[src/hdl/tpr_pkg.sv]
package tpr_pkg;

  localparam int SAMPLE_BITS_DEF = 16;
  localparam int COEF_BITS_DEF   = 18;
  localparam int HEADROOM_BITS   = 8;
  localparam int NUM_COEFS       = 5;
  localparam int STEP_BITS       = 4;
  localparam int ADDR_BITS       = 5;
  localparam int DATA_BITS       = 32;

  typedef enum logic [2:0] {
    REG_FB1 = 3'd0,
    REG_FB2 = 3'd1,
    REG_FF0 = 3'd2,
    REG_FF1 = 3'd3,
    REG_FF2 = 3'd4
  } reg_idx_t;

  localparam int COEF_RESET [NUM_COEFS] = '{-26044, 2621, 31457, 0, -31457};

  typedef enum logic [2:0] {
    MUL_FB1,
    MUL_FB2,
    MUL_FF0,
    MUL_FF1,
    MUL_FF2
  } mul_sel_t;

  typedef enum logic [2:0] {
    ACC_HOLD,
    ACC_LOAD_X,
    ACC_LOAD_P,
    ACC_ADD,
    ACC_SUB
  } acc_op_t;

  typedef enum logic [1:0] {
    JMP_NEXT,
    JMP_WAIT_IN,
    JMP_WAIT_OUT
  } jmp_t;

  typedef struct packed {
    mul_sel_t             mul_sel;
    acc_op_t              acc_op;
    logic                 latch_w;
    logic                 emit;
    jmp_t                 jmp;
    logic                 jump;
    logic [STEP_BITS-1:0] target;
  } ctrl_word_t;

  localparam logic [STEP_BITS-1:0] STEP_IDLE = '0;

  function automatic ctrl_word_t ucode(input logic [STEP_BITS-1:0] step);
    ctrl_word_t w;
    w = '{MUL_FB1, ACC_HOLD, 1'b0, 1'b0, JMP_NEXT, 1'b0, STEP_IDLE};
    case (step)
      4'd0: w = '{MUL_FB1, ACC_LOAD_X, 1'b0, 1'b0, JMP_WAIT_IN, 1'b0, STEP_IDLE};
      4'd1: w = '{MUL_FB2, ACC_SUB, 1'b0, 1'b0, JMP_NEXT, 1'b0, STEP_IDLE};
      4'd2: w = '{MUL_FB2, ACC_SUB, 1'b0, 1'b0, JMP_NEXT, 1'b0, STEP_IDLE};
      4'd3: w = '{MUL_FF0, ACC_HOLD, 1'b1, 1'b0, JMP_NEXT, 1'b0, STEP_IDLE};
      4'd4: w = '{MUL_FF0, ACC_HOLD, 1'b0, 1'b0, JMP_NEXT, 1'b0, STEP_IDLE};
      4'd5: w = '{MUL_FF1, ACC_LOAD_P, 1'b0, 1'b0, JMP_NEXT, 1'b0, STEP_IDLE};
      4'd6: w = '{MUL_FF2, ACC_ADD, 1'b0, 1'b0, JMP_NEXT, 1'b0, STEP_IDLE};
      4'd7: w = '{MUL_FF2, ACC_ADD, 1'b0, 1'b0, JMP_NEXT, 1'b0, STEP_IDLE};
      4'd8: w = '{MUL_FB1, ACC_HOLD, 1'b0, 1'b1, JMP_WAIT_OUT, 1'b1, STEP_IDLE};
      default: w = '{MUL_FB1, ACC_HOLD, 1'b0, 1'b0, JMP_NEXT, 1'b1, STEP_IDLE};
    endcase
    return w;
  endfunction

endpackage

[src/hdl/tpr_datapath.sv]
module tpr_datapath #(
  parameter int SAMPLE_BITS = tpr_pkg::SAMPLE_BITS_DEF,
  parameter int COEF_BITS   = tpr_pkg::COEF_BITS_DEF
) (
  input  logic                          clk,
  input  logic                          rst,
  input  tpr_pkg::ctrl_word_t           ctrl,
  input  logic                          advance,
  input  logic signed [SAMPLE_BITS-1:0] sample_in,
  input  logic signed [COEF_BITS-1:0]   coef [tpr_pkg::NUM_COEFS],
  output logic signed [SAMPLE_BITS-1:0] sample_out_next
);
  import tpr_pkg::*;

  localparam int STATE_BITS = SAMPLE_BITS + HEADROOM_BITS;
  localparam int FRAC_BITS  = COEF_BITS - 2;
  localparam int PROD_BITS  = COEF_BITS + STATE_BITS;
  localparam int ACC_BITS   = PROD_BITS + 2;

  localparam logic signed [ACC_BITS:0] ROUND_HALF = (ACC_BITS + 1)'(1) << (FRAC_BITS - 1);
  localparam logic signed [ACC_BITS:0] STATE_MAX =
    signed'({{(ACC_BITS + 2 - STATE_BITS){1'b0}}, {(STATE_BITS - 1){1'b1}}});
  localparam logic signed [ACC_BITS:0] STATE_MIN = ~STATE_MAX;
  localparam logic signed [ACC_BITS:0] SAMPLE_MAX =
    signed'({{(ACC_BITS + 2 - SAMPLE_BITS){1'b0}}, {(SAMPLE_BITS - 1){1'b1}}});
  localparam logic signed [ACC_BITS:0] SAMPLE_MIN = ~SAMPLE_MAX;

  logic signed [COEF_BITS-1:0]  op_c;
  logic signed [STATE_BITS-1:0] op_s;
  logic signed [PROD_BITS-1:0]  prod;
  logic signed [ACC_BITS-1:0]   prod_ext;
  logic signed [ACC_BITS-1:0]   x_scaled;
  logic signed [ACC_BITS-1:0]   acc;
  logic signed [ACC_BITS:0]     acc_half;
  logic signed [ACC_BITS:0]     rnd;
  logic signed [STATE_BITS-1:0] w_sat;
  logic signed [STATE_BITS-1:0] w_new;
  logic signed [STATE_BITS-1:0] w1;
  logic signed [STATE_BITS-1:0] w2;

  always_comb begin
    case (ctrl.mul_sel)
      MUL_FB1: begin
        op_c = coef[REG_FB1];
        op_s = w1;
      end
      MUL_FB2: begin
        op_c = coef[REG_FB2];
        op_s = w2;
      end
      MUL_FF0: begin
        op_c = coef[REG_FF0];
        op_s = w_new;
      end
      MUL_FF1: begin
        op_c = coef[REG_FF1];
        op_s = w1;
      end
      MUL_FF2: begin
        op_c = coef[REG_FF2];
        op_s = w2;
      end
      default: begin
        op_c = '0;
        op_s = '0;
      end
    endcase
  end

  always_ff @(posedge clk) begin
    prod <= op_c * op_s;
  end

  assign prod_ext = {{2{prod[PROD_BITS-1]}}, prod};
  assign x_scaled = {{(ACC_BITS - SAMPLE_BITS){sample_in[SAMPLE_BITS-1]}}, sample_in}
                    <<< FRAC_BITS;

  always_ff @(posedge clk) begin
    if (advance) begin
      case (ctrl.acc_op)
        ACC_LOAD_X: acc <= x_scaled;
        ACC_LOAD_P: acc <= prod_ext;
        ACC_ADD:    acc <= acc + prod_ext;
        ACC_SUB:    acc <= acc - prod_ext;
        default:    acc <= acc;
      endcase
    end
  end

  assign acc_half = {acc[ACC_BITS-1], acc} + ROUND_HALF;
  assign rnd      = acc_half >>> FRAC_BITS;

  always_comb begin
    if (rnd > STATE_MAX) begin
      w_sat = STATE_MAX[STATE_BITS-1:0];
    end else if (rnd < STATE_MIN) begin
      w_sat = STATE_MIN[STATE_BITS-1:0];
    end else begin
      w_sat = rnd[STATE_BITS-1:0];
    end
    if (rnd > SAMPLE_MAX) begin
      sample_out_next = SAMPLE_MAX[SAMPLE_BITS-1:0];
    end else if (rnd < SAMPLE_MIN) begin
      sample_out_next = SAMPLE_MIN[SAMPLE_BITS-1:0];
    end else begin
      sample_out_next = rnd[SAMPLE_BITS-1:0];
    end
  end

  always_ff @(posedge clk) begin
    if (advance && ctrl.latch_w) begin
      w_new <= w_sat;
    end
  end

  always_ff @(posedge clk) begin
    if (rst) begin
      w1 <= '0;
      w2 <= '0;
    end else if (advance && ctrl.emit) begin
      w2 <= w1;
      w1 <= w_new;
    end
  end

endmodule

[src/hdl/two_pole_resonator_with_zeros_top.sv]
// Channel   Handshake              Payload
// src       src_valid/src_ready    sample_in
// dst       dst_valid/dst_ready    sample_out
// apb       psel/penable/pready    paddr, pwdata, prdata
//
// Each request runs a 9-step microprogram over one shared multiplier and one
// accumulator, so a new request is taken only once the last one is done.
// The last step waits while the output register still holds an untaken result.
// Reset clears the step counter, the delay line, the output valid and restores
// the coefficient registers; no clearing pass.
module two_pole_resonator_with_zeros_top #(
  parameter int SAMPLE_BITS = tpr_pkg::SAMPLE_BITS_DEF,
  parameter int COEF_BITS   = tpr_pkg::COEF_BITS_DEF
) (
  input  logic                                clk,
  input  logic                                rst,
  input  logic                                psel,
  input  logic                                penable,
  input  logic                                pwrite,
  input  logic [tpr_pkg::ADDR_BITS-1:0]       paddr,
  input  logic [tpr_pkg::DATA_BITS-1:0]       pwdata,
  output logic [tpr_pkg::DATA_BITS-1:0]       prdata,
  output logic                                pready,
  input  logic                                src_valid,
  output logic                                src_ready,
  input  logic signed [SAMPLE_BITS-1:0]       sample_in,
  output logic                                dst_valid,
  input  logic                                dst_ready,
  output logic signed [SAMPLE_BITS-1:0]       sample_out
);
  import tpr_pkg::*;

  logic signed [COEF_BITS-1:0]   coef [NUM_COEFS];
  logic [ADDR_BITS-3:0]          reg_idx;
  logic [STEP_BITS-1:0]          step;
  logic [STEP_BITS-1:0]          step_next;
  ctrl_word_t                    ctrl;
  logic                          advance;
  logic signed [SAMPLE_BITS-1:0] sample_out_next;

  assign pready  = 1'b1;
  assign reg_idx = paddr[ADDR_BITS-1:2];

  always_ff @(posedge clk) begin
    if (rst) begin
      for (int i = 0; i < NUM_COEFS; i++) begin
        coef[i] <= COEF_BITS'(COEF_RESET[i]);
      end
    end else if (psel && penable && pwrite && pready && reg_idx <= REG_FF2) begin
      coef[reg_idx] <= pwdata[COEF_BITS-1:0];
    end
  end

  always_comb begin
    prdata = '0;
    if (reg_idx <= REG_FF2) begin
      prdata = DATA_BITS'(coef[reg_idx]);
    end
  end

  assign ctrl = ucode(step);

  always_comb begin
    case (ctrl.jmp)
      JMP_NEXT:     advance = 1'b1;
      JMP_WAIT_IN:  advance = src_valid;
      JMP_WAIT_OUT: advance = !dst_valid || dst_ready;
      default:      advance = 1'b1;
    endcase
    if (!advance) begin
      step_next = step;
    end else if (ctrl.jump) begin
      step_next = ctrl.target;
    end else begin
      step_next = step + 1'b1;
    end
  end

  assign src_ready = !rst && (ctrl.jmp == JMP_WAIT_IN);

  always_ff @(posedge clk) begin
    if (rst) begin
      step      <= STEP_IDLE;
      dst_valid <= 1'b0;
    end else begin
      step <= step_next;
      if (advance && ctrl.emit) begin
        dst_valid <= 1'b1;
      end else if (dst_ready) begin
        dst_valid <= 1'b0;
      end
    end
  end

  always_ff @(posedge clk) begin
    if (advance && ctrl.emit) begin
      sample_out <= sample_out_next;
    end
  end

  tpr_datapath #(
    .SAMPLE_BITS(SAMPLE_BITS),
    .COEF_BITS  (COEF_BITS)
  ) u_datapath (
    .clk            (clk),
    .rst            (rst),
    .ctrl           (ctrl),
    .advance        (advance),
    .sample_in      (sample_in),
    .coef           (coef),
    .sample_out_next(sample_out_next)
  );

endmodule

[config.mk]
export PLATFORM = sky130hd
export DESIGN_NAME = two_pole_resonator_with_zeros_top
export DESIGN_NICKNAME = d
export VERILOG_FILES = /design/src/hdl/tpr_pkg.sv /design/src/hdl/tpr_datapath.sv /design/src/hdl/two_pole_resonator_with_zeros_top.sv
export SDC_FILE = /design/constraint.sdc
export NUM_CORES = 2
export LEC_CHECK = 0
export ABC_CLOCK_PERIOD_IN_PS = 10800
export BUFFER_PORTS_ARGS = -buffer_cell sky130_fd_sc_hd__buf_2
export CORE_MARGIN = 3
export CORE_UTILIZATION = 50
export CTS_BUF_LIST = sky130_fd_sc_hd__clkbuf_8
export CTS_CLUSTER_DIAMETER = 80
export CTS_CLUSTER_SIZE = 24
export DETAILED_ROUTE_END_ITERATION = 12
export MAX_ROUTING_LAYER = met4
export PLACE_DENSITY = 0.67
export SYNTH_ARGS = -nofsm -noshare
export SYNTH_HDL_FRONTEND = slang
export SYNTH_SLANG_ARGS = --single-unit
[constraint.sdc]
create_clock -name clk -period 10.8 [get_ports clk]
set_input_delay 0.54 -clock clk [delete_from_list [all_inputs] [get_ports clk]]
set_output_delay 0.54 -clock clk [all_outputs]
set_load 0.05 [all_outputs]
## Yosys cells after proc, flatten, opt, wreduce, memory -nomap -nowiden

Memories as Yosys holds them, arrays and structs flattened. A register that Yosys moved wholly into a read port is not among the register bits.
Cells that the tools add are included.

- Input bits: 60
- Register bits after elaboration: 269
- Output and inout bits: 51
- Logic and storage cells: 71
- Memories: 1
- ROM bits: 176

- $mul: 1
- Reductions and logical operators: 16
- Add/sub/neg operators: 4
- Eq/ne operators: 10
- $lt $le $gt $ge: 7
- Muxes and demuxes: 18
- Bitwise gates (word level): 1

Memory list:

| name | depth | bits a word | read ports | clocked after Yosys merged registers in | write ports | RTL line | RTL |
|---|---|---|---|---|---|---|---|
| (no name shown) | 16 | 11 | 1 | 1 | 0 | tpr_pkg.sv:58 | `case (step)` |

Operators with widths:

| operator | number |
|---|---|
| $pmux W44 S4 | 1 |
| $bwmux W90 | 1 |
| $pmux W18 S5 | 1 |
| $pmux W24 S3 | 1 |
| $bmux W18 S3 | 1 |
| $demux W18 S3 | 1 |
| $mux W18 | 3 |
| $add A44 B17 Y45 const B | 1 |
| $add A44 B42 Y44 | 1 |
| $sub A44 B42 Y44 | 1 |
| $mul A18 B24 Y42 | 1 |
| $mux W32 | 1 |
| $gt A29 B16 Y1 const B | 1 |
| $gt A29 B24 Y1 const B | 1 |
| $lt A29 B16 Y1 const B | 1 |
| $lt A29 B24 Y1 const B | 1 |
| $mux W24 | 1 |
| $mux W16 | 1 |
| $eq A3 B2 Y1 const B | 4 |
| $mux W4 | 3 |
| $logic_and A1 B1 Y1 | 7 |
| $eq A3 B1 Y1 const B | 2 |
| $eq A3 B3 Y1 const B | 2 |
| $add A4 B1 Y4 const B | 1 |
| other kinds (15) | 18 |

## Logic depth before layout (Yosys ltp)

- Word-level depth: 6
- Mapped depth: 33
- Depth with buffers taken out: 29

## Hierarchy

Synthesis repeated with hierarchy kept, for this count alone.

- Cells, all modules: 3600
- Area, all modules: 31134.9 µm²

By module, submodules not included:

| module | area each (µm²) | times used | cells each | seq. area each (µm²) |
|---|---|---|---|---|
| tpr_datapath | 25874.8 | 1 | 3027 | 3843.7 |
| two_pole_resonator_with_zeros_top | 5260.0 | 1 | 573 | 2582.5 |

## Least setup slack after synthesis

OpenSTA, ideal clock, no wires.

- Path type: register -> register
- Start point: reg, netlist name ctrl[12]
- End point: reg u_datapath.prod[41]
- Period minus slack after synthesis: 8.129 ns
- Buffers on the path: 4
- Arrival time: 8.009 ns
- Data required time: 10.679 ns
- Stages on the path, launching flop included: 27
- Setup slack: 2.671 ns
- Library setup time: 0.121 ns
- Cell sequence: dfxtp_1 clkbuf_1 buf_1 clkbuf_1 mux2i_1 o22ai_1 clkbuf_1 nand2_1 fa_1 inv_1 fa_1 fa_1 fa_1 fa_1 inv_1 fa_1 inv_1 ha_1 and3_1 and4_1 a2111oi_0 o31a_1 o21ai_1 or4_1 a31oi_1 o21ai_1 xnor2_1

- Word-level cells in the longest chain between the ends: 4
- Elaborated cells on any way between the ends: 10
- Classes of those cells: mul (1); eq/ne (4); mux (2); reduce/logical (3)

RTL lines:

| what | RTL line | RTL |
|---|---|---|
| $eq A3 B1 Y1, or another cell as far along | tpr_datapath.sv:42 | `case (ctrl.mul_sel)` |
| $reduce_or A2 Y1 (no line) | n/a |  |
| $pmux W24 S3 | tpr_datapath.sv:42 |  |
| $mul A18 B24 Y42 * | tpr_datapath.sv:71 | `prod <= op_c * op_s;` |
| to (signal assigned) | tpr_datapath.sv:71 |  |
| to (decl) | tpr_datapath.sv:30 | `logic signed [PROD_BITS-1:0] prod;` |

Every way passes the cells marked *; elsewhere a longest branch is shown, timed or not.
A chain may end at the register's enable or synchronous reset.

## Final worst setup path

- Start point: reg, netlist name ctrl[13]
- End point: reg u_datapath.prod[41]

- Word-level cells in the longest chain between the ends: 4
- Elaborated cells on any way between the ends: 10
- Classes of those cells: mul (1); eq/ne (4); mux (2); reduce/logical (3)

RTL lines:

| what | RTL line |
|---|---|
| $eq A3 B1 Y1, or another cell as far along | tpr_datapath.sv:42 |
| $reduce_or A2 Y1 (no line) | n/a |
| $pmux W24 S3 | tpr_datapath.sv:42 |
| $mul A18 B24 Y42 * | tpr_datapath.sv:71 |

Marked as above.

==> summary.txt <==
Status
  • Status: complete, no violations

Floorplan
  • Die Area: 65,200 µm²
  • Num rows: 90
  • Initial core utilization: 51.1%
  • Die height: 255 µm
  • Io pins: 111
  • Core Area: 60,900 µm²
  • Die width: 255 µm

GRT
  • Largest net degree at the start of global routing: 99
  • Initial antenna violation count: 2
  • Vias in the first global route: 24,700
  • GRT Overall Usage: 27.2%
  • GRT overflow: 0
  • First-pass GRT wire length: 138 mm

Synth
  • Most common library cells after synthesis: nand2_1, inv_1, fa_1, a21oi_1, nor2_1
  • Yosys top cell by area: fa_1
  • Top-count cell post-synth: nand2_1
  • Cell count after synthesis: 3,668
  • Most used DFF post-synth: dfxtp_1
  • Seq/Total Area, Yosys: 20.7%
  • Post-synth EDFFs: 84
  • Yosys top cell area share: 27.4%
  • Unique masters post-synth: 73
  • Yosys reg bits: 279
  • Asr flop ratio synth: 0%
  • Syn. warnings: 0
  • Synth top area cells: fa_1, dfxtp_1, edfxtp_1, nand2_1, inv_1
  • Synthesized cell area: 31,100 µm²
  • Syn avg cell area: 8.48 µm²
  • Mapped Nets: 4,311

Timing
  • Clock Skew: 0.0515 ns
  • Hold_ws: 0.221 ns
  • Final Cycle Share: 87.8%
  • Max Slew Vio Count: 0
  • Final hold violations: 0
  • Tmin final: 9.48 ns
  • Least-Margin Pin Slew: 1.23 ns
  • Max Fclk: 0.105 GHz
  • RSZ-0062 raised after global routing: false
  • Final WS setup: 1.32 ns
  • TNS Setup: 0 ns
  • Slew Limit Headroom: 17.1%
  • # setup viols final: 0

Power and ir drop
  • Clock power share: 6.3%
  • Comb pwr share: 74.7%
  • Reg power frac: 19.1%
  • Internal power: 4.07 mW
  • Pwr per Cell Area: 267 nW/µm²
  • NetSw: 4.64 mW
  • Pleak: 14.5 nW
  • Sw Ratio: 53.2%
  • Peak supply drop: 0.198 mV

Clock network
  • Hold Buf Count CTS: 0
  • Worst-Skew Late Latency: 0.59 ns
  • Worst-path clk slew: 0.15 ns
  • Postcts setup bufs: 0
  • Post_cts resized: 0
  • Clock tree from TritonCTS: done
  • Clk sink count: 279
  • H-tree Lvls: 1
  • Num CTS Buffers: 17
  • Clock buffer depth: 3
  • Clock root buffer: clkbuf_8

Layout
  • Fill count: 5,734
  • Share of layout cells above drive strength 1: 6.11%
  • Fin area: 32,700 µm²
  • Seq. cell area: 6430 µm²
  • Synthesis-to-layout area growth: 5.08%
  • Area of the multi-input gates: 21,900 µm²
  • Final core occ: 53.6%
  • Nets: 4,284

Worst setup path
  • CP Buf/Inv Count: 5
  • Startpoint Class: flop
  • Slowest library cell on the worst path: dfxtp_1
  • Crit Path Category: flop to flop
  • Max FO, Critical Path: 25
  • WP data required: 11.27 ns
  • CP delay by family, top: adder cells
  • CP most frequent cell: fa_1
  • Arr. time, crit path: 9.95 ns
  • Crit path capture type: flop
  • Critical Path Max Stage Delay: 0.81 ns

Route
  • DRC: 0
  • 1st-iter DRT viols: 1,855
  • DR pass1 iterations: 8
  • Drt total wl: 86.2 mm
  • ANT nets after route: 0
  • DR WL/cell: 19.2 µm
  • Vias/cell: 5.57
  • Vias: 25,000

Placed design
  • GPL Wtd Cong: 0.903
  • Buffers on Ports: 93
  • Post-DP HPWL: 66.3 mm
  • DP Area: 32,300 µm²
  • Post-placement worst setup slack: 1.54 ns

Min path
  • Worst hold-check path type: primary input to flop

Flow run
  • Max Cap Violations: 0
## power by group through the flow
| stage | clock (mW) | combinational [mW] | sequential (mW) |
|---|---|---|---|
| floorplan | 0 | 4.92 | 1.51 |
| global placement | 0 | 6.40 | 1.68 |
| detailed placement | 0 | 6.43 | 1.68 |
| CTS | 0.558 | 6.49 | 1.65 |
| global route | 0.593 | 7.28 | 1.68 |
| finish | 0.545 | 6.50 | 1.66 |
## cells in the final DEF (no fill, tap or decap), drive strengths merged, types with 59 or more instances in the layout
| cell type | instances |
|---|---|
| ha | 157 |
| edfxtp | 84 |
| o21ai | 165 |
| buf | 153 |
| xor2 | 66 |
| and2 | 59 |
| dfxtp | 195 |
| a21oi | 251 |
| inv | 556 |
| fa | 426 |
| nor2 | 224 |
| nand2 | 661 |
| xnor2 | 78 |
## per-layer routing
layer  up-vias  part of all wire [%]  routed length, µm  track usage [%]
met5         -                     0                  0                -
met2       878                    47              40600             43.4
met1     12200                    41              35700             35.4
li1      11700                     -                  -                -
met4         0                   4.4               3810             10.2
met3       169                   7.1               6080             3.97
## worst min-delay path: stages
cell	delay (ns)
buf_2	0.13
nand2_1	0.06
a21oi_1	0.05
## sequential cells by signal (all words and copies together), names as in the netlist, 4 cells and up
name,flops
ctrl,10
u_datapath.w2,24
sample_out,16
u_datapath.prod,42
u_datapath.w_new,24
coef,90
u_datapath.w1,24
u_datapath.acc,44
step,4
## area by class of cell
cell class | count | area share, %
repair buffers | 153 | 2.81
clock inverters | 9 | 0.268
clock buffers | 18 | 0.758
inverters | 548 | 6.29
well taps | 828 | 3.17
flip-flops and latches | 279 | 19.7
diodes | 2 | 0.0153
multi-input cells | 2642 | 67.0
## metrics by stage
| stage | power [mW] | cells |
|---|---|---|
| after detailed placement | 8.10 | 4450 |
| after global routing | 9.55 | 4479 |
| final | 8.71 | 4479 |
| after floorplan | 6.43 | 3668 |
| after CTS | 8.70 | 4477 |
| after global placement | 8.07 | 4450 |
## logic make-up (layout without fill, tap and decap cells)
| kind of cell | after synthesis | count (layout) | share of synthesized area (%) |
|---|---|---|---|
| simple gates | 1184 | 1184 | 16.9 |
| buf+inv | 747 | 728 | 9.24 |
| compound gates | 676 | 676 | 13.4 |
| fa+ha+maj | 583 | 583 | 33.7 |
| flops | 279 | 279 | 20.7 |
| xor+xnor | 144 | 144 | 4.06 |
| mux | 54 | 54 | 1.96 |
| other cells | 1 | 3 | 0.0121 |
## worst paths after layout
kind                                  start                             end  slack, ns  cells past startpoint
max reg2reg             ctrl[13]$_SDFF_PP0_     u_datapath.prod[41]$_DFF_P_       1.32                     27
max                     ctrl[13]$_SDFF_PP0_     u_datapath.prod[41]$_DFF_P_       1.32                     27
min                               pwdata[3]           coef[75]$_SDFFE_PP0P_       0.22                      3
min reg2reg  u_datapath.w1[20]$_SDFFE_PP0P_  u_datapath.w2[20]$_SDFFE_PP0P_       0.45                      2
(Power assumes the default switching activity.)
